`src/design/sat_pkg.sv`:
```
// ----------------------------------------------------------------------------
// sat_pkg
// Types and constants shared by the attribute table modules.
// ----------------------------------------------------------------------------
package sat_pkg;

  localparam int ID_W    = 8;
  localparam int BYTE_W  = 8;
  localparam int RAW_W   = 48;
  localparam int COUNT_W = 6;

  localparam logic [ID_W-1:0]    TEMP_ID   = 8'd194;
  localparam logic [COUNT_W-1:0] COUNT_MAX = 6'd63;

  typedef enum logic [1:0] {
    STATUS_STORED  = 2'd0,
    STATUS_INVALID = 2'd1,
    STATUS_FULL    = 2'd2
  } status_t;

  typedef struct packed {
    logic [ID_W-1:0]   id;
    logic [BYTE_W-1:0] value;
    logic [BYTE_W-1:0] worst;
    logic [BYTE_W-1:0] threshold;
    logic [RAW_W-1:0]  raw;
  } attr_entry_t;

  typedef struct packed {
    logic match;
    logic free;
    logic fail;
    logic temp;
  } eval_res_t;

endpackage

```
`src/design/sat_if.sv`:
```
// ----------------------------------------------------------------------------
// sat_in_if / sat_out_if
// Valid-ready channels for attribute reports and table results.
// ----------------------------------------------------------------------------
interface sat_in_if;
  logic        valid;
  logic        ready;
  logic [7:0]  attr_id;
  logic [7:0]  attr_value;
  logic [7:0]  attr_worst;
  logic [7:0]  attr_threshold;
  logic [47:0] attr_raw;

  modport source (
    output valid, attr_id, attr_value, attr_worst, attr_threshold, attr_raw,
    input  ready
  );
  modport sink (
    input  valid, attr_id, attr_value, attr_worst, attr_threshold, attr_raw,
    output ready
  );
endinterface

interface sat_out_if;
  logic       valid;
  logic       ready;
  logic [1:0] status;
  logic [5:0] failing_count;
  logic       healthy;
  logic       temp_found;
  logic [7:0] temperature;

  modport source (
    output valid, status, failing_count, healthy, temp_found, temperature,
    input  ready
  );
  modport sink (
    input  valid, status, failing_count, healthy, temp_found, temperature,
    output ready
  );
endinterface

```
`src/design/sat_store.sv`:
```
// ----------------------------------------------------------------------------
// sat_store
// Entry memory with one write and one registered read port, plus used bits.
// ----------------------------------------------------------------------------
module sat_store #(
  parameter int ENTRIES = 32
) (
  input  logic                clk,
  input  logic                rst,
  input  logic                rd_en,
  input  logic [((ENTRIES > 1) ? $clog2(ENTRIES) : 1)-1:0] rd_addr,
  output sat_pkg::attr_entry_t rd_entry,
  output logic                rd_used,
  input  logic                wr_en,
  input  logic [((ENTRIES > 1) ? $clog2(ENTRIES) : 1)-1:0] wr_addr,
  input  sat_pkg::attr_entry_t wr_entry
);
  import sat_pkg::*;

  attr_entry_t mem [ENTRIES];
  logic [ENTRIES-1:0] used;

  always_ff @(posedge clk) begin
    if (wr_en) begin
      mem[wr_addr] <= wr_entry;
    end
    if (rd_en) begin
      rd_entry <= mem[rd_addr];
      rd_used  <= used[rd_addr];
    end
  end

  always_ff @(posedge clk) begin
    if (rst) begin
      used <= '0;
    end else if (wr_en) begin
      used[wr_addr] <= 1'b1;
    end
  end

endmodule

```
`src/design/sat_eval.sv`:
```
// ----------------------------------------------------------------------------
// sat_eval
// Shared compare unit: classifies one entry against the pending report.
// ----------------------------------------------------------------------------
module sat_eval (
  input  logic                 scan,
  input  logic                 used,
  input  sat_pkg::attr_entry_t entry,
  input  logic [7:0]           req_id,
  output sat_pkg::eval_res_t   res
);
  import sat_pkg::*;

  logic hit;
  logic live;

  // in scan mode drop the slot about to be overwritten
  assign hit  = used && (entry.id == req_id);
  assign live = used && !(scan && hit);

  assign res.match = scan && hit;
  assign res.free  = !used;
  assign res.fail  = live && (entry.threshold != '0) && (entry.value <= entry.threshold);
  assign res.temp  = live && (entry.id == TEMP_ID);

endmodule

```
`src/design/smart_attribute_table.sv`:
```
// ----------------------------------------------------------------------------
// smart_attribute_table
// Table of disk-health attribute entries with failure and temperature
// summaries, walked one entry a cycle through a shared compare unit.
//
//   channel  dir  payload
//   in_ch    in   attr_id, attr_value, attr_worst, attr_threshold, attr_raw
//   out_ch   out  status, failing_count, healthy, temp_found, temperature
//
// An item is accepted, then the entry memory is read ENTRIES times, the
// last read lands, the scan is left, and the write state stores the entry
// when its id is valid and there is room.
// Reset clears the used bits at once; no clearing pass.
// A result waits in the output register; the next item is accepted meanwhile
// and holds in its write state until that result is taken.
// ----------------------------------------------------------------------------
module smart_attribute_table #(
  parameter int ENTRIES = 32
) (
  input  logic      clk,
  input  logic      rst,
  sat_in_if.sink    in_ch,
  sat_out_if.source out_ch
);
  import sat_pkg::*;

  localparam int IDX_W = (ENTRIES > 1) ? $clog2(ENTRIES) : 1;
  localparam int CNT_W = $clog2(ENTRIES + 1);
  localparam int SUM_W = (CNT_W > COUNT_W) ? CNT_W : COUNT_W;

  typedef enum logic [2:0] {
    S_IDLE  = 3'b001,
    S_SCAN  = 3'b010,
    S_WRITE = 3'b100
  } state_t;

  state_t      state;
  attr_entry_t req;
  logic [CNT_W-1:0] iss_cnt;
  logic        eval_vld;
  logic        hit;
  logic [IDX_W-1:0] hit_idx;
  logic        free_found;
  logic [IDX_W-1:0] free_idx;
  logic [CNT_W-1:0] fail_cnt;
  logic        temp_found;
  logic [BYTE_W-1:0] temp_val;
  logic [IDX_W-1:0] eval_k;

  logic        out_valid;
  status_t     out_status;
  logic [COUNT_W-1:0] out_failing;
  logic        out_healthy;
  logic        out_temp_found;
  logic [BYTE_W-1:0] out_temp;

  logic        accept;
  logic        issue_more;
  logic        advance;
  logic        do_write;
  attr_entry_t rd_entry;
  logic        rd_used;
  attr_entry_t ev_entry;
  logic        ev_used;
  eval_res_t   ev;
  logic [CNT_W-1:0] fail_next;
  logic [SUM_W-1:0] fail_wide;
  status_t     status_next;
  logic        temp_found_next;
  logic [BYTE_W-1:0] temp_next;

  assign accept     = in_ch.valid && in_ch.ready;
  assign in_ch.ready = (state == S_IDLE);
  assign issue_more = (state == S_SCAN) && (iss_cnt != CNT_W'(ENTRIES));
  assign advance    = (state == S_WRITE) && (!out_valid || out_ch.ready);
  assign do_write   = (req.id != '0) && (hit || free_found);

  sat_store #(.ENTRIES(ENTRIES)) u_store (
    .clk      (clk),
    .rst      (rst),
    .rd_en    (issue_more),
    .rd_addr  (iss_cnt[IDX_W-1:0]),
    .rd_entry (rd_entry),
    .rd_used  (rd_used),
    .wr_en    (advance && do_write),
    .wr_addr  (hit ? hit_idx : free_idx),
    .wr_entry (req)
  );

  assign ev_entry = (state == S_SCAN) ? rd_entry : req;
  assign ev_used  = (state == S_SCAN) ? rd_used : 1'b1;

  sat_eval u_eval (
    .scan   (state == S_SCAN),
    .used   (ev_used),
    .entry  (ev_entry),
    .req_id (req.id),
    .res    (ev)
  );

  // fold in the new entry once the scan has settled
  always_comb begin
    fail_next       = fail_cnt + CNT_W'(do_write && ev.fail);
    fail_wide       = SUM_W'(fail_next);
    temp_found_next = temp_found;
    temp_next       = temp_val;
    if (do_write && ev.temp) begin
      temp_found_next = 1'b1;
      temp_next       = req.raw[BYTE_W-1:0];
    end
    priority if (req.id == '0) begin
      status_next = STATUS_INVALID;
    end else if (hit || free_found) begin
      status_next = STATUS_STORED;
    end else begin
      status_next = STATUS_FULL;
    end
  end

  always_ff @(posedge clk) begin
    if (rst) begin
      state     <= S_IDLE;
      eval_vld  <= 1'b0;
      out_valid <= 1'b0;
    end else begin
      eval_vld <= issue_more;
      if (advance) begin
        out_valid <= 1'b1;
      end else if (out_ch.valid && out_ch.ready) begin
        out_valid <= 1'b0;
      end
      unique case (state)
        S_IDLE: begin
          if (accept) begin
            state <= S_SCAN;
          end
        end
        S_SCAN: begin
          if (!issue_more && !eval_vld) begin
            state <= S_WRITE;
          end
        end
        S_WRITE: begin
          if (advance) begin
            state <= S_IDLE;
          end
        end
        default: state <= S_IDLE;
      endcase
    end
  end

  always_ff @(posedge clk) begin
    if (accept) begin
      req.id        <= in_ch.attr_id;
      req.value     <= in_ch.attr_value;
      req.worst     <= in_ch.attr_worst;
      req.threshold <= in_ch.attr_threshold;
      req.raw       <= in_ch.attr_raw;
      iss_cnt       <= '0;
      hit           <= 1'b0;
      free_found    <= 1'b0;
      fail_cnt      <= '0;
      temp_found    <= 1'b0;
      temp_val      <= '0;
    end
    if (issue_more) begin
      iss_cnt <= iss_cnt + CNT_W'(1);
      eval_k  <= iss_cnt[IDX_W-1:0];
    end
    if (state == S_SCAN && eval_vld) begin
      if (ev.match) begin
        hit     <= 1'b1;
        hit_idx <= eval_k;
      end
      if (ev.free && !free_found) begin
        free_found <= 1'b1;
        free_idx   <= eval_k;
      end
      if (ev.fail) begin
        fail_cnt <= fail_cnt + CNT_W'(1);
      end
      if (ev.temp) begin
        temp_found <= 1'b1;
        temp_val   <= rd_entry.raw[BYTE_W-1:0];
      end
    end
    if (advance) begin
      out_status     <= status_next;
      out_failing    <= (fail_wide > SUM_W'(COUNT_MAX)) ? COUNT_MAX
                                                        : fail_wide[COUNT_W-1:0];
      out_healthy    <= (fail_next == '0);
      out_temp_found <= temp_found_next;
      out_temp       <= temp_next;
    end
  end

  assign out_ch.valid         = out_valid;
  assign out_ch.status        = out_status;
  assign out_ch.failing_count = out_failing;
  assign out_ch.healthy       = out_healthy;
  assign out_ch.temp_found    = out_temp_found;
  assign out_ch.temperature   = out_temp;

endmodule

```
`src/flat_wrapper.sv`:
```
// flat-port wrapper written by rule: the top's interface ports become plain ports
module smart_attribute_table_flat import sat_pkg::*;
#(
  parameter int ENTRIES = 32
)
  (clk, rst, in_ch_valid, in_ch_attr_id, in_ch_attr_value, in_ch_attr_worst, in_ch_attr_threshold, in_ch_attr_raw, in_ch_ready, out_ch_valid, out_ch_status, out_ch_failing_count, out_ch_healthy, out_ch_temp_found, out_ch_temperature, out_ch_ready);
  sat_in_if in_ch_i ();
  sat_out_if out_ch_i ();
  input  logic clk;
  input  logic rst;
  input wire logic [$bits(in_ch_i.valid)-1:0] in_ch_valid;
  input wire logic [$bits(in_ch_i.attr_id)-1:0] in_ch_attr_id;
  input wire logic [$bits(in_ch_i.attr_value)-1:0] in_ch_attr_value;
  input wire logic [$bits(in_ch_i.attr_worst)-1:0] in_ch_attr_worst;
  input wire logic [$bits(in_ch_i.attr_threshold)-1:0] in_ch_attr_threshold;
  input wire logic [$bits(in_ch_i.attr_raw)-1:0] in_ch_attr_raw;
  output wire logic [$bits(in_ch_i.ready)-1:0] in_ch_ready;
  output wire logic [$bits(out_ch_i.valid)-1:0] out_ch_valid;
  output wire logic [$bits(out_ch_i.status)-1:0] out_ch_status;
  output wire logic [$bits(out_ch_i.failing_count)-1:0] out_ch_failing_count;
  output wire logic [$bits(out_ch_i.healthy)-1:0] out_ch_healthy;
  output wire logic [$bits(out_ch_i.temp_found)-1:0] out_ch_temp_found;
  output wire logic [$bits(out_ch_i.temperature)-1:0] out_ch_temperature;
  input wire logic [$bits(out_ch_i.ready)-1:0] out_ch_ready;
  assign in_ch_i.valid = in_ch_valid;
  assign in_ch_i.attr_id = in_ch_attr_id;
  assign in_ch_i.attr_value = in_ch_attr_value;
  assign in_ch_i.attr_worst = in_ch_attr_worst;
  assign in_ch_i.attr_threshold = in_ch_attr_threshold;
  assign in_ch_i.attr_raw = in_ch_attr_raw;
  assign in_ch_ready = in_ch_i.ready;
  assign out_ch_valid = out_ch_i.valid;
  assign out_ch_status = out_ch_i.status;
  assign out_ch_failing_count = out_ch_i.failing_count;
  assign out_ch_healthy = out_ch_i.healthy;
  assign out_ch_temp_found = out_ch_i.temp_found;
  assign out_ch_temperature = out_ch_i.temperature;
  assign out_ch_i.ready = out_ch_ready;
  smart_attribute_table #(.ENTRIES(ENTRIES)) u_core (.clk(clk), .rst(rst), .in_ch(in_ch_i), .out_ch(out_ch_i));
endmodule
```
`config.mk`:
```
export PLATFORM = sky130hd
export DESIGN_NAME = smart_attribute_table_flat
export DESIGN_NICKNAME = d
export VERILOG_FILES = /design/src/design/sat_pkg.sv /design/src/design/sat_if.sv /design/src/design/sat_store.sv /design/src/design/sat_eval.sv /design/src/design/smart_attribute_table.sv /design/src/flat_wrapper.sv
export SDC_FILE = /design/constraint.sdc
export NUM_CORES = 1
export LEC_CHECK = 0
export BUFFER_PORTS_ARGS = -buffer_cell sky130_fd_sc_hd__buf_4
export CAP_MARGIN = 20
export CELL_PAD_IN_SITES_DETAIL_PLACEMENT = 2
export CELL_PAD_IN_SITES_GLOBAL_PLACEMENT = 2
export CORE_UTILIZATION = 30
export CTS_BUF_LIST = sky130_fd_sc_hd__clkbuf_8 sky130_fd_sc_hd__clkbuf_16
export CTS_CLUSTER_SIZE = 12
export DETAILED_ROUTE_END_ITERATION = 10
export GPL_ROUTABILITY_DRIVEN = 0
export PLACE_DENSITY = 0.53
export SLEW_MARGIN = 0
export SYNTH_ARGS = -nofsm -noshare
export SYNTH_HDL_FRONTEND = slang
export SYNTH_SLANG_ARGS = --single-unit
```
`constraint.sdc`:
```
create_clock -name clk -period 7.6 [get_ports clk]
set_clock_uncertainty 0.15 [all_clocks]
set_input_delay 1.14 -clock clk [delete_from_list [all_inputs] [get_ports clk]]
set_output_delay 1.14 -clock clk [all_outputs]
set_load 0.05 [all_outputs]
```
Word-level counts from Yosys, hierarchy flattened
Memory sizes are Yosys's and may differ from the RTL's. A register that Yosys moved wholly into a read port is not among the register bits.
Cells that the tools add are included.
{"block": "totals", "register_bits": 174, "ram_bits": 2560, "inputBits": 84, "out_inout_bits": 20, "elab_cells": 112, "mem_count": 1}
{"name": "u_core.u_store.mem", "depth": 32, "word_bits": 80, "rd": 1, "rd_ports_with_merged_regs": 1, "wr": 1, "line": "sat_store.sv:20", "text": "attr_entry_t mem [ENTRIES];"}
{"block": "op_classes", "addsub": 3, "magnitude_cmp": 5, "n_eq_ne": 9, "muxes": 34, "n_bitwise": 1, "reduce_logical": 35}
{"cell": "two-way mux 80 bit", "n": 1}
{"cell": "two-way mux 8 bit", "n": 4}
{"cell": "OR 32 bit", "n": 1}
{"cell": "two-way mux 6 bit", "n": 5}
{"cell": "logical AND 1 bit", "n": 18}
{"cell": "two-way mux 1 bit", "n": 16}
{"cell": "nonzero test 8 bit", "n": 2}
{"cell": "adder 6 x 1 -> 6 bit, second input constant", "n": 2}
{"cell": "< comparator 5 x 6 -> 1 bit, second input constant", "n": 2}
{"cell": "two-way mux 3 bit", "n": 3}
{"cell": "case mux 3 bit (3 select lines)", "n": 1}
{"cell": "equality test 8 bit", "n": 1}
{"cell": "equality test 8 bit, second input constant", "n": 1}
{"cell": "less-or-equal comparator 8 bit", "n": 1}
{"cell": "zero test 8 bit", "n": 1}
{"cell": "adder 6 x 1 -> 6 bit", "n": 1}
{"cell": "greater-than comparator 6 bit, second input constant", "n": 1}
{"cell": "zero test 1 bit", "n": 6}
{"cell": "zero test 6 bit", "n": 1}
{"cell": "!= test 6 bit, second input constant", "n": 1}
{"cell": "binary-select mux 1 bit (select 5 bit)", "n": 1}
{"cell": "demux 1 bit (select 5 bit)", "n": 1}
{"cell": ">= comparator 5 x 1 -> 1 bit, second input constant", "n": 1}
{"cell": "two-way mux 5 bit", "n": 1}
{"cell": "10 further kinds", "n": 14}

Longest topological paths before layout
Gate-level depths: netlist (run 1).
{"block": "depth", "ltp_word": 12, "ltp_mapped": 17, "depth_no_buf": 16}

Cells and area by module
Synthesis (run 1) repeated with hierarchy kept, for this count alone.
{"block": "hier_totals", "hier_cells": 4608, "hier_area_um2": 105750.2}
{"module": "sat_store", "instances": 1, "cells_each": 4201, "area_each_um2": 99481.7, "seq_area_each_um2": 79946.7}
{"module": "smart_attribute_table", "instances": 1, "cells_each": 359, "area_each_um2": 5911.9, "seq_area_each_um2": 4013.8}
{"module": "sat_eval", "instances": 1, "cells_each": 48, "area_each_um2": 356.6, "seq_area_each_um2": 0.0}

Least setup slack after synthesis (run 1)
Ideal clock, no wire load.
{"block": "synth_timing", "path_type": "input-to-reg", "startpoint": "input port out_ch_ready", "endpoint": "memory u_core.u_store.mem[17][0] (netlist bit) (enable)", "setup_ps": 421, "t_arrival_ps": 3965, "t_required_ps": 7029, "setup_slack_ps": 3064, "cell_stages": 6, "n_path_buf": 0, "path_cell_list": "nor2b_1 nor2_1 nand2_1 nor2_1 nand2_1 nor2_1"}
{"block": "synth_between", "elab_chain_len": 5}
{"item": "from (decl)", "line": "flat_wrapper.sv:24", "text": "input wire logic [$bits(out_ch_i.ready)-1:0] out_ch_ready;"}
{"item": "logical OR 1 bit", "line": "smart_attribute_table.sv:75", "text": "assign advance = (state == S_WRITE) && (!out_valid || out_ch.ready);"}
{"item": "logical AND 1 bit", "line": "smart_attribute_table.sv:75"}
{"item": "via u_core.advance", "line": "smart_attribute_table.sv:59", "text": "logic advance;"}
{"item": "logical AND 1 bit", "line": "smart_attribute_table.sv:85", "text": ".wr_en (advance && do_write),"}
{"item": "two-way mux 1 bit", "line": "sat_store.sv:24", "text": "if (wr_en) begin"}
{"item": "two-way mux 1 bit (not written as such)", "line": "sat_store.sv:25", "text": "mem[wr_addr] <= wr_entry;"}
{"item": "to (decl)", "line": "sat_store.sv:20"}
The timed path passes the listed nets, and every way through them passes these cells.

Worst setup path in the final report (run 1)
{"block": "layout_timing", "startpoint": "register u_core.state[2]", "endpoint": "register u_core.out_healthy (netlist: u_core.out_ch.healthy), data pin"}
{"block": "layout_between", "elab_chain_len": 12, "word_cells_on_any_way": 15, "classes_between": "add/sub (1); order compare (1); eq/ne (2); mux (2); reduce/logical (9)"}
{"item": "from (decl)", "line": "smart_attribute_table.sv:37", "text": "state_t state;"}
{"item": "from (signal assigned)", "line": "smart_attribute_table.sv:122", "text": "state <= S_IDLE;"}
{"item": "from (signal assigned)", "line": "smart_attribute_table.sv:135", "text": "state <= S_SCAN;"}
{"item": "from (signal assigned)", "line": "smart_attribute_table.sv:140", "text": "state <= S_WRITE;"}
{"item": "equality test 3 x 2 -> 1 bit *", "line": "smart_attribute_table.sv:90, smart_attribute_table.sv:91, smart_attribute_table.sv:94"}
{"item": "two-way mux 80 bit", "line": "smart_attribute_table.sv:90", "text": "assign ev_entry = (state == S_SCAN) ? rd_entry : req;"}
{"item": "equality test 8 bit", "line": "sat_eval.sv:18", "text": "assign hit = used && (entry.id == req_id);"}
{"item": "logical AND 1 bit", "line": "sat_eval.sv:18"}
{"item": "logical AND 1 bit", "line": "sat_eval.sv:19", "text": "assign live = used && !(scan && hit);"}
{"item": "zero test 1 bit", "line": "sat_eval.sv:19"}
{"item": "logical AND 1 bit", "line": "sat_eval.sv:19"}
{"item": "logical AND 1 bit", "line": "sat_eval.sv:23", "text": "assign res.fail = live && (entry.threshold != '0) && (entry.value <= entry.threshold);"}
{"item": "logical AND 1 bit *", "line": "sat_eval.sv:23"}
{"item": "logical AND 1 bit *", "line": "smart_attribute_table.sv:103", "text": "fail_next = fail_cnt + CNT_W'(do_write && ev.fail);"}
{"item": "adder 6 x 1 -> 6 bit *", "line": "smart_attribute_table.sv:103"}
{"item": "zero test 6 bit *", "line": "smart_attribute_table.sv:192", "text": "out_healthy <= (fail_next == '0);"}
{"item": "to (signal assigned)", "line": "smart_attribute_table.sv:192"}
{"item": "to (decl)", "line": "smart_attribute_table.sv:53", "text": "logic out_healthy;"}
Mark *: on every way between the ends. The rest lies on a longest branch, timed or not.
A chain may end at the register's enable or synchronous reset.

==> results of run 1 <==
==> through the flow <==
stage / worst slack [ns] / util (%) / cells
finish: 2.568 / 35.51 / 4304
floorplan: 3.064 / - / 2005
CTS: 2.363 / 35.35 / 4295
global route: 2.159 / 35.51 / 4304
detailed placement: 2.438 / 32.49 / 4046
global placement: 2.508 / 32.45 / 4044
==> worst reg2reg max path: stages, from the launching register on <==
cell and delay (ns):
sky130_fd_sc_hd__dfxtp_1 0.48, sky130_fd_sc_hd__nor2_1 0.09, sky130_fd_sc_hd__nand2_1 0.63, sky130_fd_sc_hd__nand2_1 0.15, sky130_fd_sc_hd__nand2_1 0.14, sky130_fd_sc_hd__ha_1 0.25
sky130_fd_sc_hd__a211oi_1 0.22, sky130_fd_sc_hd__nor2_1 0.10, sky130_fd_sc_hd__nor4bb_1 0.47, sky130_fd_sc_hd__o21ai_0 0.44, sky130_fd_sc_hd__nor2_1 0.45, sky130_fd_sc_hd__ha_1 0.25
sky130_fd_sc_hd__ha_1 0.18, sky130_fd_sc_hd__nand3_1 0.11, sky130_fd_sc_hd__xnor2_1 0.16, sky130_fd_sc_hd__or4_1 0.41, sky130_fd_sc_hd__nor3_1 0.17
==> registers in the layout, summed over array words and instances (netlist names), 2 cells and up <==
register / count
u_core.out_ch.status: 2
u_core.free_idx: 5
u_core.req: 32
u_core.out_ch.temperature: 8
u_core.u_store.rd_entry: 32
u_core.hit_idx: 5
u_core.iss_cnt: 6
u_core.fail_cnt: 6
u_core.u_store.used: 32
u_core.state: 3
u_core.eval_k: 5
u_core.temp_val: 8
u_core.u_store.mem: 1024
u_core.out_ch.failing_count: 6
==> kinds of logic after synthesis <==
family                   synth area share (%)
flip-flops                              77.06
multiplexers                            17.94
AND/OR/NAND/NOR                         2.110
buffers and inverters                   1.131
AO/OA/AOI/OAI                           1.062
XOR/XNOR                               0.3283
adder cells (fa/ha/maj)                0.3586
==> worst paths after layout <==
path | start | endpoint | slack, ns | cells past startpoint
worst max-delay path | u_core.state[2]$_SDFFE_PP0P_ | u_core.out_ch.healthy$_DFFE_PP_ | 2.57 | 16
worst min-delay path | u_core.eval_k[2]$_DFFE_PP_ | u_core.free_idx[2]$_DFFE_PP_ | 0.29 | 0
worst max register to register | u_core.state[2]$_SDFFE_PP0P_ | u_core.out_ch.healthy$_DFFE_PP_ | 2.57 | 16
worst min register to register | u_core.eval_k[2]$_DFFE_PP_ | u_core.free_idx[2]$_DFFE_PP_ | 0.29 | 0
==> power breakdown <==
part / internal [mW] / total (mW) / switching, mW
registers: 7.45 / 7.59 / 0.145
clock network: 3.64 / 6.30 / 2.66
logic: 1.03 / 2.19 / 1.16
==> area by class of cell <==
cell class | count | area, um2
Tap cell | 2016 | 2522
Sequential cell | 1182 | 34950
Timing Repair Buffer | 135 | 1281
Clock buffer | 139 | 3478
Inverter | 15 | 56.30
Multi-Input combinational cell | 707 | 10140
Clock inverter | 110 | 812.0
Fill cell | 14350 | 96710
==> metal layers <==
layer / global-route usage [%] / routed length, um / share of wire [%]
met1: 22.36 / 55460 / 44
met2: 28.27 / 64030 / 51
met3: 2.845 / 4759 / 3.8
met4: 3.900 / 2136 / 1.7
met5: 0 / 0 / 0
==> layout by cell type, fill, tap and decap left out, drive strengths merged, types with 3 or more instances in the layout <==
master  instances
edfxtp       1128
mux4          330
clkbuf        139
buf           135
nor2          100
inv            66
nand2          55
dfxtp          54
clkinv         49
mux2           42
a21oi          33
mux2i          17
xnor2          13
ha             13
nand3          11
nor3            9
bufinv          9
nor2b           8
nor4            6
o21ai           6
nand4           5
nand2b          5
and2            4
a21o            4
xor2            4
nor3b           4
o22a            3
a211o           3
==> out/results.md, run 1 <==
| Item | This run |
|---|---|
| P&R area growth vs syn | 17.39% |
| Net count after synthesis | 2,102 |
| Number of nets with antenna violations after detailed routing | 0 |
| Number of buffers inserted by hold repair at cts | 0 |
| DRC marker count from the first detailed-route iteration | 1,861 |
| Most frequent cells after synthesis | sky130_fd_sc_hd__edfxtp_1 (1,128), sky130_fd_sc_hd__mux4_2 (313), sky130_fd_sc_hd__nor2_1 (99) |
| Leakage dissipation | 16.68 nW |
| Share of flip-flops with an asynchronous set or reset after synthesis | 0% |
| #FFs+latches synth | 1,182 |
| Combined buffer and inverter count along the critical path | 0 |
| Effective utilization at floorplan | 30.25% |
| Maximum number of pins on one net before global-route repair | 111 |
| Core Area | 150,000 um2 |
| Avg Vias per Cell | 4.966 |
| Deepest clock path buffer count | 3 |
| Area share of the largest cell type after synthesis | 74.68% |
| Critical Path RT | 8.02 ns |
| Worst Path Arrival | 5.45 ns |
| Worst-path fanout max | 12 |
| Worst setup EP type | register |
| Routed len/inst | 29.37 um |
| Setup repair bufs after CTS | 0 |
| Type of the most critical hold path | register to register |
| Clock latency on the worst-skew pair | 0.77 ns |
| Summed negative setup slack over all endpoints | 0 ns |
| Crit-path cells | nor2_1, nand2_1, nand2_1, nand2_1, ha_1, a211oi_1, nor2_1, nor4bb_1, o21ai_0, nor2_1, ha_1, ha_1, nand3_1, xnor2_1, or4_1, nor3_1 |
| Warnings from Yosys | 0 |
| Finish-stage setup viols | 0 |
| Buffer cell driving the clock tree root | sky130_fd_sc_hd__clkbuf_16 |
| Crit path max-delay family | simple AND/OR/NAND/NOR gates |
| Part of the cycle the worst path needs | 66.21% |
| Number of antenna violations at the first check in global routing | 1 |
| Number of buffers created by CTS | 137 |
| Post-synth EDFFs | 1,128 |
| Number of global-route vias before repair | 23,410 |
| Number of max-cap violations | 0 |
| Routed Wire Length | 126.4 mm |
| Final net count | 2,275 |
| Cts repair resizes | 0 |
| Tmin final | 5.032 ns |
| Unrepaired setup endpoints after global routing | no |
| Area contributors post-synth | sky130_fd_sc_hd__edfxtp_1 (75%), sky130_fd_sc_hd__mux4_2 (16%), sky130_fd_sc_hd__dfxtp_1 (2.4%), sky130_fd_sc_hd__mux4_1 (0.98%), sky130_fd_sc_hd__mux2_2 (0.84%) |
| Total half-perimeter wirelength after legalization and detailed placement | 68.94 mm |
| Boundary Pins | 104 |
| Post-synthesis cell type count | 58 |
| Vias after detailed routing | 21,370 |
| Clock tree from TritonCTS | yes |
| Clock-pin slew on the worst setup and hold paths | 0.05 ns |
| Final Hold Slack | 0.2927 ns |
| Length of the first detailed-routing pass in iterations | 4 |
| Syn Inst Count | 2,005 |
| Delay of the slowest critical-path stage | 0.63 ns |
| Most used flip-flop cell after synthesis | sky130_fd_sc_hd__edfxtp_1 |
| Slowest library cell on the worst path | sky130_fd_sc_hd__nand2_1 |
| Max VDD drop | 0.2011 mV |
| Syn Std Cell Area | 45,360 um2 |
| Total number of placement rows | 142 |
| Worst setup path class | register to register |
| Cell type contributing the most total cell area after synthesis | sky130_fd_sc_hd__edfxtp_1 |
| Port bufs | 55 |
| Highest clock rate | 0.1987 GHz |
| GRT Overall Usage | 16.70% |
| Sequential fraction of the synthesis area | 77.06% |
| Chip height | 390.8 um |
| Relative slew slack | 25.16% |
| Library cell with the highest instance count after synthesis | sky130_fd_sc_hd__edfxtp_1 |
| Grt total ovfl | 0 |
| Slew @ Worst Pin | 1.123 ns |
| Count of antenna diodes in the layout | 0 |
| Die outline width | 390.8 um |
| Pins Over Slew Limit | 0 |
| Share of final-layout standard cells stronger than drive strength 1 | 30.38% |
| Avg Synthesized Cell Area | 22.62 um2 |
| Clk sink count | 1,182 |
| Final Hold Violating Endpoints | 0 |
| DIE AREA | 152,700 um2 |
| Run status | complete, no violations |
| Design Area, Final | 53,240 um2 |
| First-pass GRT wire length | 178.4 mm |
| Design Power | 16.08 mW |
| Maximum level of the CTS H-tree | 4 |
| DRC violations left | 0 |
| Placed cell area | 48,710 um2 |
| PD cells | 302.1 nW/um2 |
| Kind of launch point of the worst setup path | register |
(Power assumes the default switching activity.)
==> run 2, diff against run 1 <==
- PLACE_DENSITY: 0.53 -> 0.55
- clock period: 7.6 -> 4.4 ns (I/O delays scaled with it)
==> run 2 against run 1 <==
- final cell count is 1.4% higher
- combinational power grew 86%
- total power increased by 71%
- register-to-register slack lost 2.4 ns
- critical path depth is 4 higher
- die area unchanged
- global-route usage increased by 0.52 points
==> out/results.md, run 2 (synthesis results as in run 1) <==
| Item | This run |
|---|---|
| Final net count | 2,346 |
| Crit-path cells | nor3b_4, buf_12, buf_12, buf_4, mux2i_2, ha_1, and2_1, o21ai_0, nor4bb_2, buf_4, o21ai_1, buf_4, nor2_2, buf_4, ha_2, ha_2, nand3_2, xnor2_2, or4_4, nor3_2 |
| Top cell by count, worst path | sky130_fd_sc_hd__buf_4 |
| Port bufs | 55 |
| Worst Path Arrival | 4.66 ns |
| Routed len/inst | 29.87 um |
| Final Hold Violating Endpoints | 0 |
| Number of global-route vias before repair | 23,690 |
| Hold Path Cell Cnt | 2 |
| Clk network pwr share | 38.0% |
| Delay of the slowest critical-path stage | 0.42 ns |
| Internal power | 20.72 mW |
| Clk sink count | 1,182 |
| Highest clock rate | 0.2385 GHz |
| Sequential share of power | 47.2% |
| Relative slew slack | 30.11% |
| Number of nets with antenna violations after detailed routing | 0 |
| Deepest clock path buffer count | 3 |
| Worst setup EP type | register |
| Type of the most critical hold path | primary input to register |
| DRC violations left | 0 |
| Largest register by flop count | u_core.u_store.mem |
| Share of final-layout standard cells stronger than drive strength 1 | 31.50% |
| Internal reg-to-reg setup slack | 0.21 ns |
| Maximum number of pins on one net before global-route repair | 122 |
| Kind of launch point of the worst setup path | register |
| Clock tree from TritonCTS | yes |
| Design Power | 27.56 mW |
| Combined buffer and inverter count along the critical path | 6 |
| Leakage dissipation | 16.93 nW |
| Commonest cells after routing, fill and taps aside | sky130_fd_sc_hd__edfxtp_1 (1,128), sky130_fd_sc_hd__mux4_2 (313), sky130_fd_sc_hd__clkbuf_16 (140), sky130_fd_sc_hd__buf_4 (140), sky130_fd_sc_hd__nor2_1 (65) |
| Core Area | 150,000 um2 |
| Max VDD drop | 0.4194 mV |
| Beginning of the worst register-to-register path | u_core.state[0]$_SDFFE_PP1P_ |
| Slew @ Worst Pin | 1.048 ns |
| Effective utilization at floorplan | 30.25% |
| Total half-perimeter wirelength after legalization and detailed placement | 68.65 mm |
| PD cells | 511.3 nW/um2 |
| Critical Path RT | 4.86 ns |
| Net Sw Power | 6.845 mW |
| Startpoint of the most critical setup path | u_core.state[0]$_SDFFE_PP1P_ |
| Switching share of power | 24.83% |
| Worst reg2reg path endpoint | u_core.out_ch.healthy$_DFFE_PP_ |
| Total number of placement rows | 142 |
| Buffer cell driving the clock tree root | sky130_fd_sc_hd__clkbuf_16 |
| Destination of the worst hold path | u_core.u_store.used[1]$_SDFFE_PP0P_ |
| Run status | complete, no violations |
| GRT Overall Usage | 17.22% |
| Tmin final | 4.193 ns |
| P&R area growth vs syn | 18.87% |
| Part of the cycle the worst path needs | 95.30% |
| Boundary Pins | 104 |
| Number of buffers created by CTS | 134 |
| Finish-stage setup viols | 0 |
| DRC marker count from the first detailed-route iteration | 1,897 |
| Clock-pin slew on the worst setup and hold paths | 0.06 ns |
| Number of max-cap violations | 0 |
| Grt total ovfl | 0 |
| Combinational Power Share | 14.8% |
| Chip height | 390.8 um |
| Flip-flop count of the largest register, all copies and words added | 1,024 |
| Die outline width | 390.8 um |
| Startpoint of the lowest-slack hold path | rst |
| Avg Vias per Cell | 5.020 |
| Most frequent standard cell in the layout excluding fill and tap cells | sky130_fd_sc_hd__edfxtp_1 |
| Pins Over Slew Limit | 0 |
| Worst-path fanout max | 5 |
| Maximum level of the CTS H-tree | 4 |
| First-pass GRT wire length | 184.1 mm |
| Clock latency on the worst-skew pair | 0.76 ns |
| Length of the first detailed-routing pass in iterations | 5 |
| Logic depth of the worst register-to-register path | 20 |
| Vias after detailed routing | 21,900 |
| Worst setup path class | register to register |
| Utilization after layout | 35.95% |
| Routed Wire Length | 130.3 mm |
| DIE AREA | 152,700 um2 |
| Crit path max-delay family | simple AND/OR/NAND/NOR gates |
| Slowest library cell on the worst path | sky130_fd_sc_hd__or4_4 |
| Pre-CTS WS | -0.01675 ns |
| Min setup slack post-route | 0.2068 ns |
| Number of antenna violations at the first check in global routing | 5 |
-- run 2: cell count changes in the layout (fill, tap and decap cells not counted), sizes merged --
| cell | previous run | this run |
|---|---|---|
| buf | 135 | 176 |
| dlygate4sd3 | 0 | 32 |
| clkinv | 49 | 41 |
| inv | 66 | 61 |
| bufinv | 9 | 5 |
| clkbuf | 139 | 140 |
| clkinvlp | 1 | 2 |
| diode | 0 | 1 |
-- run 2: how the worst max path moves through the flow --
| stage | endpoint | slack [ns] | cells after the start |
|---|---|---|---|
| floorplan | u_core.u_store.mem[17][0]$_DFFE_PP_ | 0.29 | 6 |
| global placement | u_core.out_ch.healthy$_DFFE_PP_ | 0.05 | 18 |
| detailed placement | u_core.out_ch.healthy$_DFFE_PP_ | -0.02 | 18 |
| CTS | u_core.out_ch.healthy$_DFFE_PP_ | 0.002 | 18 |
| global route | u_core.out_ch.healthy$_DFFE_PP_ | -0.03 | 20 |
| finish | u_core.out_ch.healthy$_DFFE_PP_ | 0.21 | 20 |
-- run 2: final cells by class --
type	count	area (um2)
inverters	15	56.30
well taps	2016	2522
flip-flops and latches	1182	34960
multi-input cells	707	10190
clock buffers	139	3478
repair buffers	209	2125
fillers	14340	96040
clock inverters	94	578.1
diodes	1	2.502
-- run 2: worst register-to-register path, stage by stage (launching register included) --
cell and delay (ns):
sky130_fd_sc_hd__dfxtp_2 0.35, sky130_fd_sc_hd__nor3b_4 0.24, sky130_fd_sc_hd__buf_12 0.16, sky130_fd_sc_hd__buf_12 0.14
sky130_fd_sc_hd__buf_4 0.13, sky130_fd_sc_hd__mux2i_2 0.22, sky130_fd_sc_hd__ha_1 0.26, sky130_fd_sc_hd__and2_1 0.15
sky130_fd_sc_hd__o21ai_0 0.09, sky130_fd_sc_hd__nor4bb_2 0.33, sky130_fd_sc_hd__buf_4 0.16, sky130_fd_sc_hd__o21ai_1 0.09
sky130_fd_sc_hd__buf_4 0.18, sky130_fd_sc_hd__nor2_2 0.09, sky130_fd_sc_hd__buf_4 0.15, sky130_fd_sc_hd__ha_2 0.19
sky130_fd_sc_hd__ha_2 0.20, sky130_fd_sc_hd__nand3_2 0.10, sky130_fd_sc_hd__xnor2_2 0.16, sky130_fd_sc_hd__or4_4 0.42
sky130_fd_sc_hd__nor3_2 0.10
-- run 2: through the flow --
stage	cells	hold WS (ns)	instance area, um2	TNS [ns]
finish	4363	0.1822	53910	0
global route	4362	0.1634	53910	-0.03201
CTS	4353	0.1252	53730	0
detailed placement	4088	0.2922	49340	-0.01675
global placement	4088	0.2724	49340	0
floorplan	2005	0.2685	45360	0
-- run 2: repair_timing --
item                                    CTS  global route
gates resized for setup                   1            15
gates cloned                              0             1
pin swaps                                 0             2
endpoints found under the setup margin    1             1
setup buffers                             0             7
hold buffers                             32             0
endpoints found under the hold margin    32             0
-- run 2: per-layer routing --
metal / vias up / share of wire [%] / track usage (%)
met5: - / 0 / 0
met4: 0 / 2.1 / 4.485
met3: 165 / 4.1 / 2.930
met2: 496 / 49 / 27.86
met1: 12300 / 45 / 24.01
li1: 8944 / - / -
-- run 2: power groups by stage --
stage	combinational [mW]	sequential [mW]	clock, mW
after floorplan	2.50	13.4	0
after global placement	3.97	13.2	0
after detailed placement	4.06	13.3	0
after CTS	4.11	13.0	10.8
after global routing	4.36	13.0	11.1
final	4.08	13.0	10.5
==> run 3, diff against run 2 <==
- RECOVER_POWER: not set -> 100
==> run 3 against run 2 <==
- the run now ends with capacitance limit, slew limit left
- worst hold slack is essentially flat
- sequential power is essentially flat
- non-clock buffer count unchanged
- register-to-register slack hardly changed
- clock power is essentially flat
- critical path type unchanged
- critical endpoint unchanged
==> out/results.md, run 3 (synthesis results as in run 1) <==
| Item | This run |
|---|---|
| Routed met1 length | 58.72 mm |
| Number of nets with antenna violations after detailed routing | 0 |
| Number of antenna violations at the first check in global routing | 5 |
| Critical Path RT | 4.86 ns |
| Leakage dissipation | 16.67 nW |
| Max VDD drop | 0.4175 mV |
| Routed Wire Length | 130.3 mm |
| Area taken by flip-flops and latches | 34,960 um2 |
| Grt total ovfl | 0 |
| Maximum number of pins on one net before global-route repair | 122 |
| First-pass GRT wire length | 184.1 mm |
| Core Area | 150,000 um2 |
| Run status | finished, violations left |
| Port bufs | 55 |
| Area of the multi-input gates | 10,180 um2 |
| Final Hold Violating Endpoints | 0 |
| Total half-perimeter wirelength after legalization and detailed placement | 68.65 mm |
| Length of the first detailed-routing pass in iterations | 5 |
| Top metal layer carrying routed signals | met4 |
| Highest clock rate | 0.2382 GHz |
| Maximum level of the CTS H-tree | 4 |
| Number of fillers in the final layout | 14,400 |
| Worst setup path class | register to register |
| Clock latency on the worst-skew pair | 0.76 ns |
| Avg Vias per Cell | 5.019 |
| Number of max-cap violations | 7 |
| Startpoint of the lowest-slack hold path | rst |
| Die outline width | 390.8 um |
| Violations in the final reports | capacitance limit, slew limit |
| Clk sink count | 1,182 |
| Met3 wirelength from detailed routing | 5.408 mm |
| Tmin final | 4.198 ns |
| Relative slew slack | -118.7% |
| Sequential share of power | 47.2% |
| DRC marker count from the first detailed-route iteration | 1,870 |
| Largest register by flop count | u_core.u_store.mem |
| Internal power | 20.76 mW |
| GRT Overall Usage | 17.22% |
| Worst-path fanout max | 5 |
| Routed len/inst | 29.87 um |
| Deepest clock path buffer count | 3 |
| Worst Path Arrival | 4.66 ns |
| Worst setup EP type | register |
| DRC violations left | 0 |
| Chip height | 390.8 um |
| Commonest cells after routing, fill and taps aside | sky130_fd_sc_hd__edfxtp_1 (1,128), sky130_fd_sc_hd__mux4_2 (313), sky130_fd_sc_hd__clkbuf_16 (140) |
| Most frequent standard cell in the layout excluding fill and tap cells | sky130_fd_sc_hd__edfxtp_1 |
| P&R area growth vs syn | 18.20% |
| Finish-stage setup viols | 0 |
| DIE AREA | 152,700 um2 |
| Final net count | 2,346 |
| Combinational Power Share | 14.8% |
| Flip-flop count of the largest register, all copies and words added | 1,024 |
| Share of final-layout standard cells stronger than drive strength 1 | 28.64% |
| Clock tree from TritonCTS | yes |
| Kind of launch point of the worst setup path | register |
| Pins Over Slew Limit | 356 |
| Switching share of power | 24.75% |
| Part of the cycle the worst path needs | 95.40% |
| Net Sw Power | 6.828 mW |
| PD cells | 514.6 nW/um2 |
| Startpoint of the most critical setup path | u_core.state[0]$_SDFFE_PP1P_ |
| Clock-pin slew on the worst setup and hold paths | 0.06 ns |
| Total number of placement rows | 142 |
| Pre-CTS WS | -0.01675 ns |
| Type of the most critical hold path | primary input to register |
| Number of global-route vias before repair | 23,690 |
| Vias after detailed routing | 21,900 |
| Boundary Pins | 104 |
| Min setup slack post-route | 0.2023 ns |
| Beginning of the worst register-to-register path | u_core.state[0]$_SDFFE_PP1P_ |
| Wire length on met2 | 63.50 mm |
| Design Power | 27.59 mW |
| Slew @ Worst Pin | 3.280 ns |
| Number of buffers created by CTS | 134 |
| Buffer cell driving the clock tree root | sky130_fd_sc_hd__clkbuf_16 |
| Effective utilization at floorplan | 30.25% |
| Clk network pwr share | 37.9% |
run 3: cell count changes in the layout (fill, tap and decap cells not counted):
cell,change
sky130_fd_sc_hd__o41ai_2,-1
sky130_fd_sc_hd__o41ai_1,+1
sky130_fd_sc_hd__buf_4,-75
sky130_fd_sc_hd__buf_12,-2
sky130_fd_sc_hd__nor2_1,+1
sky130_fd_sc_hd__clkbuf_4,+11
sky130_fd_sc_hd__clkbuf_1,+65
sky130_fd_sc_hd__buf_16,-1
sky130_fd_sc_hd__clkbuf_2,+2
sky130_fd_sc_hd__nor2_2,-1
run 3: cell type report:
type / count / share of cell area (%)
flip-flops and latches: 1182 / 65.21
multi-input cells: 707 / 19.00
clock buffers: 139 / 6.488
well taps: 2016 / 4.705
repair buffers: 209 / 3.415
clock inverters: 94 / 1.078
inverters: 15 / 0.1050
diodes: 1 / 0.004668
run 3: metal layers:
metal  vias to the layer above  GRT usage [%]
met1                     12300          24.01
li1                       8941              -
met4                         0          4.485
met2                       495          27.86
met5                         -              0
met3                       164          2.930
run 3: power by group through the flow:
stage | sequential, mW | combinational (mW) | clock, mW
after detailed placement | 13.3 | 4.06 | 0
after global placement | 13.2 | 3.97 | 0
after global routing | 13.0 | 4.38 | 11.1
after floorplan | 13.4 | 2.50 | 0
after CTS | 13.0 | 4.11 | 10.8
final | 13.0 | 4.09 | 10.5
run 3: per-stage QoR:
step	utilization (%)	TNS (ns)	hold WS [ns]	cell area, um2	cells
floorplan	-	0	0.2685	45360	2005
CTS	35.83	0	0.1252	53730	4353
finish	35.75	0	0.1824	53610	4363
global placement	32.91	0	0.2724	49340	4088
global route	35.75	-0.03190	0.1634	53610	4363
detailed placement	32.91	-0.01675	0.2922	49340	4088
run 3: timing repair:
item | CTS | global route
resized for setup | 1 | 15
hold buffers | 32 | 0
gates cloned | 0 | 1
setup buffers | 0 | 7
hold endpoints to repair | 32 | 0
setup endpoints to repair | 1 | 1
pin swaps | 0 | 2
run 3: path summary, 6_finish.rpt:
kind / end / slack, ns / cells past startpoint
worst max register to register: u_core.out_ch.healthy$_DFFE_PP_ / 0.20 / 19
worst min-delay path: u_core.u_store.used[1]$_SDFFE_PP0P_ / 0.18 / 2
worst max-delay path: u_core.out_ch.healthy$_DFFE_PP_ / 0.20 / 19
worst min register to register: u_core.hit_idx[3]$_DFFE_PP_ / 0.30 / 0
run 3: worst max-delay path: stages, from the launching register on:
cell and delay (ns):
sky130_fd_sc_hd__dfxtp_2 0.35, sky130_fd_sc_hd__nor3b_4 0.24, sky130_fd_sc_hd__buf_12 0.16, sky130_fd_sc_hd__buf_12 0.14, sky130_fd_sc_hd__mux2i_4 0.25, sky130_fd_sc_hd__ha_1 0.29
sky130_fd_sc_hd__a211oi_2 0.20, sky130_fd_sc_hd__nor2_1 0.11, sky130_fd_sc_hd__nor4bb_2 0.32, sky130_fd_sc_hd__buf_4 0.16, sky130_fd_sc_hd__o21ai_1 0.08, sky130_fd_sc_hd__buf_4 0.18
sky130_fd_sc_hd__nor2_2 0.09, sky130_fd_sc_hd__buf_4 0.15, sky130_fd_sc_hd__ha_2 0.18, sky130_fd_sc_hd__ha_2 0.20, sky130_fd_sc_hd__nand3_2 0.10, sky130_fd_sc_hd__xnor2_2 0.16
sky130_fd_sc_hd__or4_4 0.42, sky130_fd_sc_hd__nor3_2 0.11
